===== src/rtl/bfi_pkg.sv =====
// ----------------------------------------------------------------------------
// bfi_pkg
// Shared types and codes of the Brainfuck interpreter core: item actions,
// instruction bytes, run status and the result record.
// ----------------------------------------------------------------------------
package bfi_pkg;

    localparam logic [1:0] ACT_LOAD    = 2'd0;
    localparam logic [1:0] ACT_RESTART = 2'd1;
    localparam logic [1:0] ACT_STEP    = 2'd2;

    localparam logic [7:0] OP_RIGHT = 8'h3E;
    localparam logic [7:0] OP_LEFT  = 8'h3C;
    localparam logic [7:0] OP_INC   = 8'h2B;
    localparam logic [7:0] OP_DEC   = 8'h2D;
    localparam logic [7:0] OP_IN    = 8'h2C;
    localparam logic [7:0] OP_OUT   = 8'h2E;
    localparam logic [7:0] OP_OPEN  = 8'h5B;
    localparam logic [7:0] OP_CLOSE = 8'h5D;

    localparam int LEN_W = 12;

    typedef enum logic [2:0] {
        ST_RUN       = 3'd0,
        ST_DONE      = 3'd1,
        ST_OVERFLOW  = 3'd2,
        ST_UNMATCHED = 3'd3,
        ST_RANGE     = 3'd4
    } status_t;

    typedef struct packed {
        logic       out_valid;
        logic [7:0] out_byte;
        logic       input_used;
        status_t    status;
    } result_t;

endpackage


===== src/rtl/bfi_seq.sv =====
// ----------------------------------------------------------------------------
// bfi_seq
// Instruction sequencer: accepts items, drives the program, tape and stack
// memories, executes one instruction per step, scans forward over skipped
// loops, clears the tape after reset and restart, and holds the result.
// ----------------------------------------------------------------------------
module bfi_seq #(
    parameter int PROGRAM_DEPTH = 2048,
    parameter int TAPE_DEPTH    = 1024,
    parameter int STACK_DEPTH   = 1024,
    parameter int PA_W          = $clog2(PROGRAM_DEPTH),
    parameter int PC_W          = $clog2(PROGRAM_DEPTH + 1),
    parameter int DP_W          = $clog2(TAPE_DEPTH),
    parameter int SA_W          = $clog2(STACK_DEPTH),
    parameter int SD_W          = $clog2(STACK_DEPTH + 1)
) (
    input  logic                    clk,
    input  logic                    rst_n,
    input  logic                    in_valid,
    output logic                    in_ready,
    input  logic [1:0]              action,
    input  logic [10:0]             load_address,
    input  logic [7:0]              data_byte,
    input  logic                    cfg_wen,
    input  logic [bfi_pkg::LEN_W-1:0] cfg_wdata,
    output logic                    result_valid,
    input  logic                    result_ready,
    output bfi_pkg::result_t        result,
    output logic                    prog_we,
    output logic [PA_W-1:0]         prog_waddr,
    output logic [7:0]              prog_wdata,
    output logic                    prog_re,
    output logic [PA_W-1:0]         prog_raddr,
    input  logic [7:0]              prog_rdata,
    output logic                    tape_we,
    output logic [DP_W-1:0]         tape_waddr,
    output logic [7:0]              tape_wdata,
    output logic                    tape_re,
    output logic [DP_W-1:0]         tape_raddr,
    input  logic [7:0]              tape_rdata,
    output logic                    stack_we,
    output logic [SA_W-1:0]         stack_waddr,
    output logic [PC_W-1:0]         stack_wdata,
    output logic                    stack_re,
    output logic [SA_W-1:0]         stack_raddr,
    input  logic [PC_W-1:0]         stack_rdata
);

    typedef enum logic [1:0] {
        S_IDLE,
        S_EXEC,
        S_SCAN
    } state_t;

    state_t                      state_reg, state_next;
    logic [PC_W-1:0]             pc_reg, pc_next;
    logic [DP_W-1:0]             dp_reg, dp_next;
    logic [SD_W-1:0]             depth_reg, depth_next;
    bfi_pkg::status_t            run_status_reg, run_status_next;
    logic [bfi_pkg::LEN_W-1:0]   len_reg, len_next;
    logic [1:0]                  act_reg, act_next;
    logic [7:0]                  din_reg, din_next;
    logic [PC_W-1:0]             scan_p_reg, scan_p_next;
    logic [PC_W-1:0]             nest_reg, nest_next;
    logic                        clr_active_reg, clr_active_next;
    logic [DP_W-1:0]             clr_addr_reg, clr_addr_next;
    logic                        res_valid_reg, res_valid_next;
    bfi_pkg::result_t            res_reg, res_next;

    logic                        in_fire;
    logic                        res_free;
    logic                        res_load;
    bfi_pkg::result_t            res_data;
    logic [PC_W-1:0]             prog_end;
    logic                        pc_at_end;
    logic [PC_W-1:0]             pc_plus;
    logic                        exec_tape_we;
    logic [7:0]                  exec_tape_val;
    logic                        step_fire;

    assign in_ready  = (state_reg == S_IDLE) && !clr_active_reg;
    assign in_fire   = in_valid && in_ready;
    assign step_fire = in_fire && (action == bfi_pkg::ACT_STEP);
    assign res_free  = !res_valid_reg || result_ready;
    assign pc_plus   = pc_reg + PC_W'(1);

    always_comb
    begin
        if ({20'd0, len_reg} < 32'(PROGRAM_DEPTH))
        begin
            prog_end = PC_W'(len_reg);
        end
        else
        begin
            prog_end = PC_W'(PROGRAM_DEPTH);
        end
    end

    assign pc_at_end = (pc_reg >= prog_end) || (prog_rdata == 8'd0);

    always_comb
    begin
        state_next      = state_reg;
        pc_next         = pc_reg;
        dp_next         = dp_reg;
        depth_next      = depth_reg;
        run_status_next = run_status_reg;
        len_next        = cfg_wen ? cfg_wdata : len_reg;
        act_next        = act_reg;
        din_next        = din_reg;
        scan_p_next     = scan_p_reg;
        nest_next       = nest_reg;
        clr_active_next = clr_active_reg;
        clr_addr_next   = clr_addr_reg;
        res_load        = 1'b0;
        res_data        = '{out_valid: 1'b0, out_byte: 8'd0, input_used: 1'b0,
                            status: run_status_reg};
        prog_re         = 1'b0;
        exec_tape_we    = 1'b0;
        exec_tape_val   = 8'd0;
        stack_we        = 1'b0;

        if (clr_active_reg)
        begin
            clr_addr_next = clr_addr_reg + DP_W'(1);
            if (clr_addr_reg == DP_W'(TAPE_DEPTH - 1))
            begin
                clr_active_next = 1'b0;
            end
        end

        unique case (state_reg)
            S_IDLE:
            begin
                if (in_fire)
                begin
                    act_next   = action;
                    din_next   = data_byte;
                    state_next = S_EXEC;
                    prog_re    = step_fire;
                end
            end
            S_EXEC:
            begin
                if (res_free)
                begin
                    state_next = S_IDLE;
                    res_load   = 1'b1;
                    unique case (act_reg)
                        bfi_pkg::ACT_RESTART:
                        begin
                            pc_next         = '0;
                            dp_next         = '0;
                            depth_next      = '0;
                            run_status_next = bfi_pkg::ST_RUN;
                            clr_active_next = 1'b1;
                            clr_addr_next   = '0;
                        end
                        bfi_pkg::ACT_STEP:
                        begin
                            if (run_status_reg == bfi_pkg::ST_RUN)
                            begin
                                if (pc_at_end)
                                begin
                                    run_status_next = bfi_pkg::ST_DONE;
                                end
                                else
                                begin
                                    pc_next = pc_plus;
                                    unique case (prog_rdata)
                                        bfi_pkg::OP_OPEN:
                                        begin
                                            if (tape_rdata != 8'd0)
                                            begin
                                                stack_we   = 1'b1;
                                                depth_next = depth_reg + SD_W'(1);
                                                if (32'(depth_reg) + 32'd1 >= 32'(STACK_DEPTH))
                                                begin
                                                    run_status_next = bfi_pkg::ST_OVERFLOW;
                                                    pc_next         = pc_reg;
                                                end
                                            end
                                            else
                                            begin
                                                res_load    = 1'b0;
                                                state_next  = S_SCAN;
                                                pc_next     = pc_reg;
                                                scan_p_next = pc_plus;
                                                nest_next   = '0;
                                                prog_re     = 1'b1;
                                            end
                                        end
                                        bfi_pkg::OP_CLOSE:
                                        begin
                                            if (depth_reg == '0)
                                            begin
                                                run_status_next = bfi_pkg::ST_UNMATCHED;
                                                pc_next         = pc_reg;
                                            end
                                            else if (tape_rdata != 8'd0)
                                            begin
                                                pc_next = stack_rdata + PC_W'(1);
                                            end
                                            else
                                            begin
                                                depth_next = depth_reg - SD_W'(1);
                                            end
                                        end
                                        bfi_pkg::OP_RIGHT:
                                        begin
                                            if (32'(dp_reg) + 32'd1 >= 32'(TAPE_DEPTH))
                                            begin
                                                run_status_next = bfi_pkg::ST_RANGE;
                                                pc_next         = pc_reg;
                                            end
                                            else
                                            begin
                                                dp_next = dp_reg + DP_W'(1);
                                            end
                                        end
                                        bfi_pkg::OP_LEFT:
                                        begin
                                            if (dp_reg == '0)
                                            begin
                                                run_status_next = bfi_pkg::ST_RANGE;
                                                pc_next         = pc_reg;
                                            end
                                            else
                                            begin
                                                dp_next = dp_reg - DP_W'(1);
                                            end
                                        end
                                        bfi_pkg::OP_INC:
                                        begin
                                            exec_tape_we  = 1'b1;
                                            exec_tape_val = tape_rdata + 8'd1;
                                        end
                                        bfi_pkg::OP_DEC:
                                        begin
                                            exec_tape_we  = 1'b1;
                                            exec_tape_val = tape_rdata - 8'd1;
                                        end
                                        bfi_pkg::OP_IN:
                                        begin
                                            exec_tape_we        = 1'b1;
                                            exec_tape_val       = din_reg;
                                            res_data.input_used = 1'b1;
                                        end
                                        bfi_pkg::OP_OUT:
                                        begin
                                            res_data.out_valid = 1'b1;
                                            res_data.out_byte  = tape_rdata;
                                        end
                                        default:
                                        begin
                                        end
                                    endcase
                                end
                            end
                        end
                        default:
                        begin
                        end
                    endcase
                end
            end
            S_SCAN:
            begin
                priority if ((scan_p_reg >= prog_end) || (prog_rdata == 8'd0))
                begin
                    if (res_free)
                    begin
                        pc_next         = scan_p_reg;
                        run_status_next = bfi_pkg::ST_DONE;
                        res_load        = 1'b1;
                        state_next      = S_IDLE;
                    end
                end
                else if ((prog_rdata == bfi_pkg::OP_CLOSE) && (nest_reg == '0))
                begin
                    if (res_free)
                    begin
                        pc_next    = scan_p_reg + PC_W'(1);
                        res_load   = 1'b1;
                        state_next = S_IDLE;
                    end
                end
                else
                begin
                    if (prog_rdata == bfi_pkg::OP_OPEN)
                    begin
                        nest_next = nest_reg + PC_W'(1);
                    end
                    else if (prog_rdata == bfi_pkg::OP_CLOSE)
                    begin
                        nest_next = nest_reg - PC_W'(1);
                    end
                    scan_p_next = scan_p_reg + PC_W'(1);
                    prog_re     = 1'b1;
                end
            end
            default:
            begin
                state_next = S_IDLE;
            end
        endcase

        res_data.status = run_status_next;

        if (res_load)
        begin
            res_valid_next = 1'b1;
            res_next       = res_data;
        end
        else
        begin
            res_valid_next = res_valid_reg && !result_ready;
            res_next       = res_reg;
        end
    end

    always_ff @(posedge clk or negedge rst_n)
    begin
        if (!rst_n)
        begin
            state_reg      <= S_IDLE;
            pc_reg         <= '0;
            dp_reg         <= '0;
            depth_reg      <= '0;
            run_status_reg <= bfi_pkg::ST_RUN;
            len_reg        <= '0;
            act_reg        <= bfi_pkg::ACT_LOAD;
            din_reg        <= '0;
            scan_p_reg     <= '0;
            nest_reg       <= '0;
            clr_active_reg <= 1'b1;
            clr_addr_reg   <= '0;
            res_valid_reg  <= 1'b0;
            res_reg        <= '0;
        end
        else
        begin
            state_reg      <= state_next;
            pc_reg         <= pc_next;
            dp_reg         <= dp_next;
            depth_reg      <= depth_next;
            run_status_reg <= run_status_next;
            len_reg        <= len_next;
            act_reg        <= act_next;
            din_reg        <= din_next;
            scan_p_reg     <= scan_p_next;
            nest_reg       <= nest_next;
            clr_active_reg <= clr_active_next;
            clr_addr_reg   <= clr_addr_next;
            res_valid_reg  <= res_valid_next;
            res_reg        <= res_next;
        end
    end

    assign prog_we    = in_fire && (action == bfi_pkg::ACT_LOAD)
                        && ({21'd0, load_address} < 32'(PROGRAM_DEPTH));
    assign prog_waddr = PA_W'(load_address);
    assign prog_wdata = data_byte;
    assign prog_raddr = (state_reg == S_IDLE) ? PA_W'(pc_reg) : PA_W'(scan_p_next);

    assign tape_re    = step_fire;
    assign tape_raddr = dp_reg;
    assign tape_we    = clr_active_reg || exec_tape_we;
    assign tape_waddr = clr_active_reg ? clr_addr_reg : dp_reg;
    assign tape_wdata = clr_active_reg ? 8'd0 : exec_tape_val;

    assign stack_re    = step_fire;
    assign stack_raddr = SA_W'(depth_reg - SD_W'(1));
    assign stack_waddr = SA_W'(depth_reg);
    assign stack_wdata = pc_reg;

    assign result_valid = res_valid_reg;
    assign result       = res_reg;

endmodule


===== config.mk =====
export PLATFORM = sky130hd
export DESIGN_NAME = bfi_seq
export DESIGN_NICKNAME = d
export VERILOG_FILES = /design/src/rtl/bfi_pkg.sv /design/src/rtl/bfi_seq.sv
export SDC_FILE = /design/constraint.sdc
export NUM_CORES = 1
export LEC_CHECK = 0
export BUFFER_PORTS_ARGS = -buffer_cell sky130_fd_sc_hd__buf_2
export CAP_MARGIN = 40
export CORE_MARGIN = 1
export CORE_UTILIZATION = 51
export CTS_CLUSTER_DIAMETER = 150
export DETAILED_ROUTE_END_ITERATION = 8
export PLACE_DENSITY_LB_ADDON = 0.12
export SYNTH_ARGS = -nofsm -noshare
export SYNTH_HDL_FRONTEND = slang
export SYNTH_SLANG_ARGS = --single-unit

===== constraint.sdc =====
create_clock -name clk -period 4.5 [get_ports clk]
set_input_delay 1.125 -clock clk [delete_from_list [all_inputs] [get_ports clk]]
set_output_delay 1.125 -clock clk [all_outputs]
set_load 0.02 [all_outputs]

======== Word level (Yosys, flattened, before mapping) ========
Index checks and enable logic that the tools add are counted.
word-level totals
  flip-flop bits (word level) ............. 109
  bits of input ports ..................... 66
  output and inout port bits .............. 111
  logic and storage cells ................. 244
cells by class
  equal/unequal tests ..................... 44
  reductions and logical operators ........ 31
  add/subtract/negate cells ............... 14
  muxes and demuxes ....................... 132
  order comparisons ....................... 5
operator list
  kind                                                    number
  two-way mux 12 bit                                      32
  two-way mux 10 bit                                      14
  case mux 12 bit (2 select lines)                        4
  two-way mux 11 bit                                      6
  adder 12 x 1 -> 12 bit (second input constant)          4
  equality test 8 x 6 -> 1 bit (second input constant)    6
  two-way mux 8 bit                                       6
  case mux 12 bit (4 select lines)                        1
  case mux 11 bit (2 select lines)                        2
  case mux 10 bit (2 select lines)                        2
  two-way mux 1 bit                                       37
  inequality test 3 bit (second input constant)           12
  two-way mux 3 bit                                       10
  >= comparator 12 bit                                    2
  case mux 8 bit (3 select lines)                         1
  inequality test 2 bit (second input constant)           11
  adder 10 x 1 -> 10 bit (second input constant)          2
  two-way mux 2 bit                                       10
  inequality test 4 bit (second input constant)           5
  AND reduction 9 bit                                     2
  equality test 8 x 7 -> 1 bit (second input constant)    2
  AND reduction 13 bit                                    1
  adder 11 x 1 -> 12 bit (second input constant)          1
  >= comparator 12 x 11 -> 1 bit (second input constant)  1
  36 further kinds                                        52

======== Longest topological paths before layout ========
Gate-level depths: netlist (run 1).
  word-level depth ........................ 10
  mapped depth ............................ 14
  mapped depth without buffers ............ 13

======== Least setup slack after synthesis (run 1) ========
Ideal clock, no wire load.
  kind .................................... input port to output port
  start ................................... in prog_rdata[1]
  end ..................................... out tape_wdata[7]
  stages on the path ...................... 12
  slack ................................... -0.144 ns
  data arrival time ....................... 3.519 ns
  data required time ...................... 3.375 ns
  buffers on the path ..................... 1
  cell sequence ........................... buf_4 -> nand4b_1 -> nor2_1 -> ha_1 -> a21o_1 -> a21oi_1 -> o21bai_1 -> a21oi_1 -> o21ai_0 -> xnor2_1 -> a22oi_1 -> nor2_1
between the ends
  cells in the longest elaborated chain, start to end .. 8
  elaborated cells between the ends (all ways) .. 12
  classes of those cells .................. 3 x eq/ne; 7 x mux; 2 x reduce/logical
RTL lines
  item                                                                 RTL line                       text
  start, declared                                                      bfi_seq.sv:34                  input logic [7:0] prog_rdata,
  equality test 8 x 6 -> 1 bit or zero test 8 bit (tied branches)      bfi_seq.sv:170, bfi_seq.sv:99
  case mux 8 bit (3 select lines) or logical OR 1 bit (tied branches)  bfi_seq.sv:170, bfi_seq.sv:99
  two-way mux 8 bit *                                                  bfi_seq.sv:163                 if (pc_at_end)
  two-way mux 8 bit *                                                  bfi_seq.sv:161                 if (run_status_reg == bfi_pkg::ST_RUN)
  two-way mux 8 bit *                                                  bfi_seq.sv:149                 unique case (act_reg)
  two-way mux 8 bit *                                                  bfi_seq.sv:145                 if (res_free)
  two-way mux 8 bit *                                                  bfi_seq.sv:132                 unique case (state_reg)
  two-way mux 8 bit *                                                  bfi_seq.sv:370                 assign tape_wdata = clr_active_reg ? 8'd0 : exec_tape_val;
  end, declared                                                        bfi_seq.sv:37                  output logic [7:0] tape_wdata,
Every way passes the cells marked *; elsewhere a longest branch is shown, timed or not.

======== Final worst setup path (run 1) ========
  start ................................... in prog_rdata[5]
  end ..................................... out prog_raddr[5]
between the ends
  cells in the longest elaborated chain, start to end .. 8
  elaborated cells between the ends (all ways) .. 15
  classes of those cells .................. 2 x eq/ne; 9 x mux; 4 x reduce/logical
RTL lines
  item                                                             RTL line                                       text
  equality test 8 x 7 -> 1 bit or zero test 8 bit (tied branches)  bfi_seq.sv:170, bfi_seq.sv:99, bfi_seq.sv:269
  two-way mux 12 bit or logical OR 1 bit (tied branches)           bfi_seq.sv:170, bfi_seq.sv:99
  two-way mux 12 bit                                               bfi_seq.sv:163
  two-way mux 12 bit                                               bfi_seq.sv:161
  two-way mux 12 bit                                               bfi_seq.sv:149
  two-way mux 12 bit                                               bfi_seq.sv:145
  case mux 12 bit (2 select lines) *                               bfi_seq.sv:132
  net scan_p_next[5]                                               bfi_seq.sv:63                                  logic [PC_W-1:0] scan_p_reg, scan_p_next;
  two-way mux 11 bit *                                             bfi_seq.sv:364                                 assign prog_raddr = (state_reg == S_IDLE) ? PA_W'(pc_reg) : PA_W'(scan_p_next);
  end, declared                                                    bfi_seq.sv:33                                  output logic [PA_W-1:0] prog_raddr,
Mark *: on every way through the listed nets, which the timed path passes. The rest lies on a longest branch. The select of a mux whose other input is x is not followed.

==> metrics.yaml, run 1 <==
largest_reg_flops: 13
ios: 177
postCtsHoldBufs: 0
finalSetupViolCount: 6
grt_use_total_pct: 28.98
portBuffers: 154
cts_max_level: 3
clock_sinks: 109
wl_per_cell_um: 18.17
antenna_found_initial: 0
ys_seq_area_share_pct: 30.85
synthSimpleGateAreaFrac_pct: 19.34
die_area_um2: 17870
synth_area_um2: 8845
ant_nets: 0
skew_ns: 0.009803
cts_tree: "done"
cts_root_buf: "clkbuf_16"
grt_setup_unrepaired: "yes"
synth_compound_area_share_pct: 20.12
critPathArrivalTime_ns: 3.47
clockBufferDepth: 2
via_per_inst: 5.867
ir_drop_v: 0.0003600
required_ns: 3.38
fp.dieW_um: 133.7
synth_cells: 1027
p_leak_nw: 4.907
fin_util_pct: 63.05
core_um2: 16760
async_reset_ff_share_pct: 100.0
diodes: 0
synth_mux_area_share_pct: 6.323
max_freq_ghz: 0.2177
drt_iter0_markers: 699
cts_buffers: 9
grt_pass1_vias: 7802
layout_common_cells: "buf_2, dfrtp_1, nand2_1"
worstSetupPathType: "in -> out"
worst-slew-pin-transition_ns: 0.8554
slew_headroom_pct: 41.50
grt_pass1_wl_um: 40930
cp-end-kind: "output pin"
violations: "setup timing"
synthAdderAreaFrac_pct: 9.308
synth-edff-count: 0
globalplace.congestion: 0.9457
ys_ff_latch: 109
mostFrequentLayoutCell: "buf_2"
clkTransAtPathRegs_ns: 0.07
status: "complete, but fails checks"
pwr_density_cell_nw_per_um2: 325.6
cap_violations: 0
min_period_over_period_pct: 102.1
post_synth.cell_area_avg_um2: 8.612
num-nets-final: 1319
first_pass_iters: 6
final_layout_size_suffix_gt1_share_pct: 28.31
initial_core_util_pct: 52.77
whs_ns: 0.4829
rows: 47
critPathLaunchType: "input port"
synth_ff_type: "dfrtp_1"
hp-class: "reg -> reg"
synth_top_family_by_area: "compound AO/OA/AOI/OAI gates"
place_hpwl_um: 19350
synth_cell_type_count: 83
path_max_fanout: 8
slew_violations: 0
die_h_um: 133.7
hold_viol: 0
syn_to_final_growth_pct: 19.48
period_needed_ns: 4.593
grt_max_degree: 59
setup_slack_ns: -0.09349
synth_xor_area_share_pct: 7.130
fillCellCount: 1483
vias: 8296
synth_nets: 1157
grt.overflow.total: 0
yosysWarnings: 0
wirelength_um: 25690
drcViolationCount: 0
clk_latency_ns: 0.36
[layout make-up]
cell class	instances	area [µm²]	share of cell area, %
Sequential cell	109	2729	25.82
Clock buffer	9	225.2	2.131
Inverter	43	163.9	1.551
Timing Repair Buffer	226	1391	13.17
Clock inverter	7	46.29	0.4381
Tap cell	220	275.3	2.605
Multi-Input combinational cell	800	5737	54.29
[worst max-delay path: stages]
cell       delay (ns)
buf_6            0.09
nand4bb_4        0.22
or4b_4           0.55
nor2_8           0.11
o2111a_1         0.25
buf_12           0.15
mux2i_1          0.21
o32ai_1          0.12
a22o_1           0.25
mux2_4           0.26
buf_6            0.13
[metal layers]
layer / global-route usage, % / up-vias / part of all wire [%]
met4: 10.86 / 0 / 3.0
met1: 38.89 / 3898 / 45
met2: 47.31 / 327 / 47
met5: 0 / - / 0
met3: 4.148 / 55 / 5.7
li1: - / 4016 / -
[Yosys cell counts, drive strengths merged (15+ instances only)]
master	n	area, µm²
o21ai	83	415.4
mux2	41	469.2
nand3	43	215.2
a21oi	49	252.8
nor2	82	334.1
inv	43	161.4
nor4	15	93.84
dfrtp	108	2703
ha	61	763.2
buf	44	319.1
nor3	24	120.1
nand2	104	390.4
o211ai	15	140.1
xnor2	43	376.6
xor2	29	254.0
a21o	15	112.6
clkbuf	30	122.6
a31oi	15	93.84
[power breakdown]
part,internal (W),switching (W),total (W)
logic,0.000523,0.000876,0.00140
clock network,0.000378,0.000379,0.000757
registers,0.00112,0.000167,0.00129
[per-stage QoR]
stage | instances | TNS, ns | total power, W | setup WS, ns | cell area, µm²
after floorplan | 1027 | 0 | 0.002211 | 0.04719 | 8850
after global placement | 1386 | -0.5400 | 0.002612 | -0.1040 | 9910
after detailed placement | 1387 | -0.9282 | 0.002640 | -0.1518 | 9917
after CTS | 1409 | -0.1742 | 0.003422 | -0.03867 | 10310
after global routing | 1414 | -1.040 | 0.003658 | -0.1670 | 10570
final | 1414 | -0.3226 | 0.003441 | -0.09349 | 10570
[what timing repair did]
| action | in CTS | in global routing |
|---|---|---|
| pin swaps | 10 | 22 |
| resized for setup | 22 | 45 |
| setup buffers | 6 | 5 |
| endpoints found under the setup margin | 14 | 20 |
| cloned | 0 | 0 |
[kinds of logic after synthesis]
kind of cell,after synthesis
AO/OA/AOI/OAI,269
XOR/XNOR,72
adder cells (fa/ha/maj),64
buffers and inverters,118
flip-flops,109
multiplexers,50
AND/OR/NAND/NOR,345
[worst paths after layout]
check,endpoint,cells past startpoint,slack [ns],from
max,prog_raddr[5],11,-0.09,prog_rdata[5]
min,result[3],2,0.48,result[3]
max reg2reg,result[2],13,1.11,len_reg[11]
min reg2reg,result[3],2,0.48,result[3]
max in group asynchronous,result[8],2,2.80,rst_n
min in group asynchronous,stack_wdata[7],1,0.85,rst_n
Power figures use the tool's default switching activity.
==> run 2: changes to the inputs <==
- CORE_ASPECT_RATIO: not set -> 0.7
- CORE_UTILIZATION: 51 -> 52
- CTS_BUF_LIST: not set -> sky130_fd_sc_hd__clkbuf_4
==> run 2 against run 1 <==
Compared with the run above:
- the run still ends with setup timing left
- critical path depth up 3
- via count up 3.9%
- register-to-register slack worse by 0.11 ns
- count of clock-buffer cells in the layout unchanged
- global-route usage up 2.4 points
- clock skew up 0.014 ns
- combinational power up 7%
- die area down 1.8%
- critical path type is now reg -> out
- largest power group unchanged
==> metrics.yaml, run 2 (synthesis gave the netlist of run 1 again) <==
status: "complete, but fails checks"
violations: "setup timing"
place_hpwl_um: 20420  # +5.5%
grt_setup_unrepaired: "yes"
via_per_inst: 5.981  # +1.9%
cts_root_buf: "clkbuf_4"
path_buf_inv: 4  # +1
use_met1_pct: 48.05  # +9.2 points
fp.dieW_um: 157.9  # +18%
cp_top_family: "compound AO/OA/AOI/OAI gates"
fillCellCount: 1442  # -2.8%
cts_max_level: 3  # unchanged
critPathArrivalTime_ns: 3.54  # +0.07 ns
worst-slew-pin-transition_ns: 0.7786  # -0.07674 ns
die_h_um: 111.1  # -17%
dp.cells: 1403  # +1.2%
clkTransAtPathRegs_ns: 0.17  # +0.10 ns
required_ns: 3.38  # about the same
fin_cells: 1441  # +1.9%
clockBufferDepth: 2  # unchanged
core_um2: 16490  # -1.6%
num-nets-final: 1342  # +1.7%
globalplace.congestion: 0.9306  # -1.6%
hold_viol: 0  # unchanged
cts_buffers: 9  # unchanged
largest_reg_flops: 13  # unchanged
hp-class: "reg -> reg"
grt.overflow.total: 0  # unchanged
antenna_found_initial: 0  # unchanged
clock_sinks: 109  # unchanged
worstSetupPathType: "reg -> out"
slew_violations: 0  # unchanged
cp-end-kind: "output pin"
critPathLaunchType: "flop"
cts_tree: "done"
cap_violations: 0  # unchanged
grt_pass1_wl_um: 42530  # +3.9%
busiest_layer: "met1"
fin_util_pct: 65.67  # +2.6 points
ios: 177  # unchanged
path_common_cell: "a21o_1"
postCtsHoldBufs: 0  # unchanged
finalSetupViolCount: 11  # +5
syn_to_final_growth_pct: 22.45
grt_use_total_pct: 31.36  # +2.4 points
path_max_fanout: 8  # unchanged
crit_slowest_cell: "dfrtp_2"
ant_nets: 0  # unchanged
mostFrequentLayoutCell: "buf_2"
drt_iter0_markers: 828  # +18%
skew_ns: 0.02423  # +0.01442 ns
diodes: 0  # unchanged
drcViolationCount: 0  # unchanged
p_leak_nw: 5.000  # +1.9%
r2r_slack_ns: 1.00  # -0.11 ns
grt_pass1_vias: 7852  # +0.64%
vias: 8618  # +3.9%
layout_common_cells: "buf_2, dfrtp_1, nand2_1"
wirelength_um: 27170  # +5.8%
ir_drop_v: 0.0002570  # -29%
max_stage_delay_ns: 0.49  # -0.06 ns
initial_core_util_pct: 53.63  # +0.85 points
regArea_um2: 2730  # about the same
final_layout_size_suffix_gt1_share_pct: 31.00  # +2.7 points
grt_max_degree: 62  # +5.1%
slew_headroom_pct: 48.04  # +6.5 points
wl_per_cell_um: 18.86  # +3.8%
path_cells: "clkinv_4 -> nand2_4 -> ha_4 -> a21o_1 -> a21o_1 -> a221oi_2 -> buf_4 -> o211ai_1 -> buf_6 -> o31ai_2 -> a21oi_1 -> a211o_1 -> mux2_2 -> buf_2"
multi_input_area_um2: 5883  # +2.6%
pwr_density_cell_nw_per_um2: 305.8  # -6.1%
grt_use_met3_pct: 9.070  # +4.9 points
setup_slack_ns: -0.1615  # -0.06805 ns
globalRouteMet2Util_pct: 42.44  # -4.9 points
die_area_um2: 17540  # -1.8%
period_needed_ns: 4.662  # +0.06805 ns
portBuffers: 154  # unchanged
first_pass_iters: 5  # -1
min_period_over_period_pct: 103.6  # +1.5 points
max_freq_ghz: 0.2145  # -1.5%
clk_latency_ns: 0.52  # +0.16 ns
rows: 39  # -17%
-- run 2: cell types whose count changed in the layout (fill, tap and decap cells not counted), moves of 4 or more --
cell,previous run,this run
clkbuf_16,9,0
buf_6,10,20
buf_2,142,138
clkbuf_4,0,9
nand2_4,0,5
buf_4,73,87
nand2_1,101,93
clkinv_2,4,0
ha_1,55,51
-- run 2: path summary, 6_finish.rpt --
kind | start | to | depth (start not counted)
min in group asynchronous | rst_n | depth_reg[5] | 1
setup / recovery | len_reg[11] | prog_raddr[6] | 14
hold / removal | result[12] | result[12] | 1
setup reg to reg | len_reg[11] | stack_wdata[9] | 16
max in group asynchronous | rst_n | clr_active_reg | 2
hold reg to reg | result[12] | result[12] | 1
-- run 2: power by group --
group,switching (W),internal (W),total [W]
clock network,0.000361,0.000172,0.000533
registers,0.000160,0.00112,0.00128
logic,0.000937,0.000563,0.00150
total,0.00146,0.00185,0.00331
-- run 2: timing repair --
action,in CTS,in global routing
endpoints found under the setup margin,20,20
resized for setup,71,44
pin swaps,31,26
setup buffers,8,12
gates cloned,1,1
-- run 2: final cells by class --
cell class	instances	area share (%)
clock buffers	9	0.6238
clock inverters	6	0.6701
inverters	43	1.537
multi-input cells	800	54.32
flip-flops and latches	109	25.21
well taps	225	2.599
repair buffers	248	14.97
repair inverters	1	0.06932
-- run 2: metal layers --
metal / vias up / share of wire [%]
met5: - / 0
met4: 0 / 2.0
met3: 63 / 9.6
met2: 439 / 40
met1: 4059 / 48
li1: 4057 / -
-- run 2: through the flow --
step                area (µm²)  worst slack (ns)  hold slack, ns  power [W]  TNS (ns)
floorplan                 8850           0.04719          0.4520   0.002211         0
global placement         10010           -0.1130          0.4629   0.002660   -0.6863
detailed placement       10020           -0.1754          0.4708   0.002689    -1.033
CTS                      10540           -0.1140          0.5099   0.003262   -0.8353
global route             10830           -0.3478          0.5328   0.003493    -3.077
finish                   10830           -0.1615          0.5006   0.003311    -1.168
-- run 2: worst reg2reg max path: cells and delay by family, from the launching register on --
family	cells	cell delay, ns
DFF	1	0.49
AOI/OAI and AO/OA	8	1.61
buffers and inverters	6	1.02
and+or+nand+nor	1	0.08
adders and majority gates	1	0.24
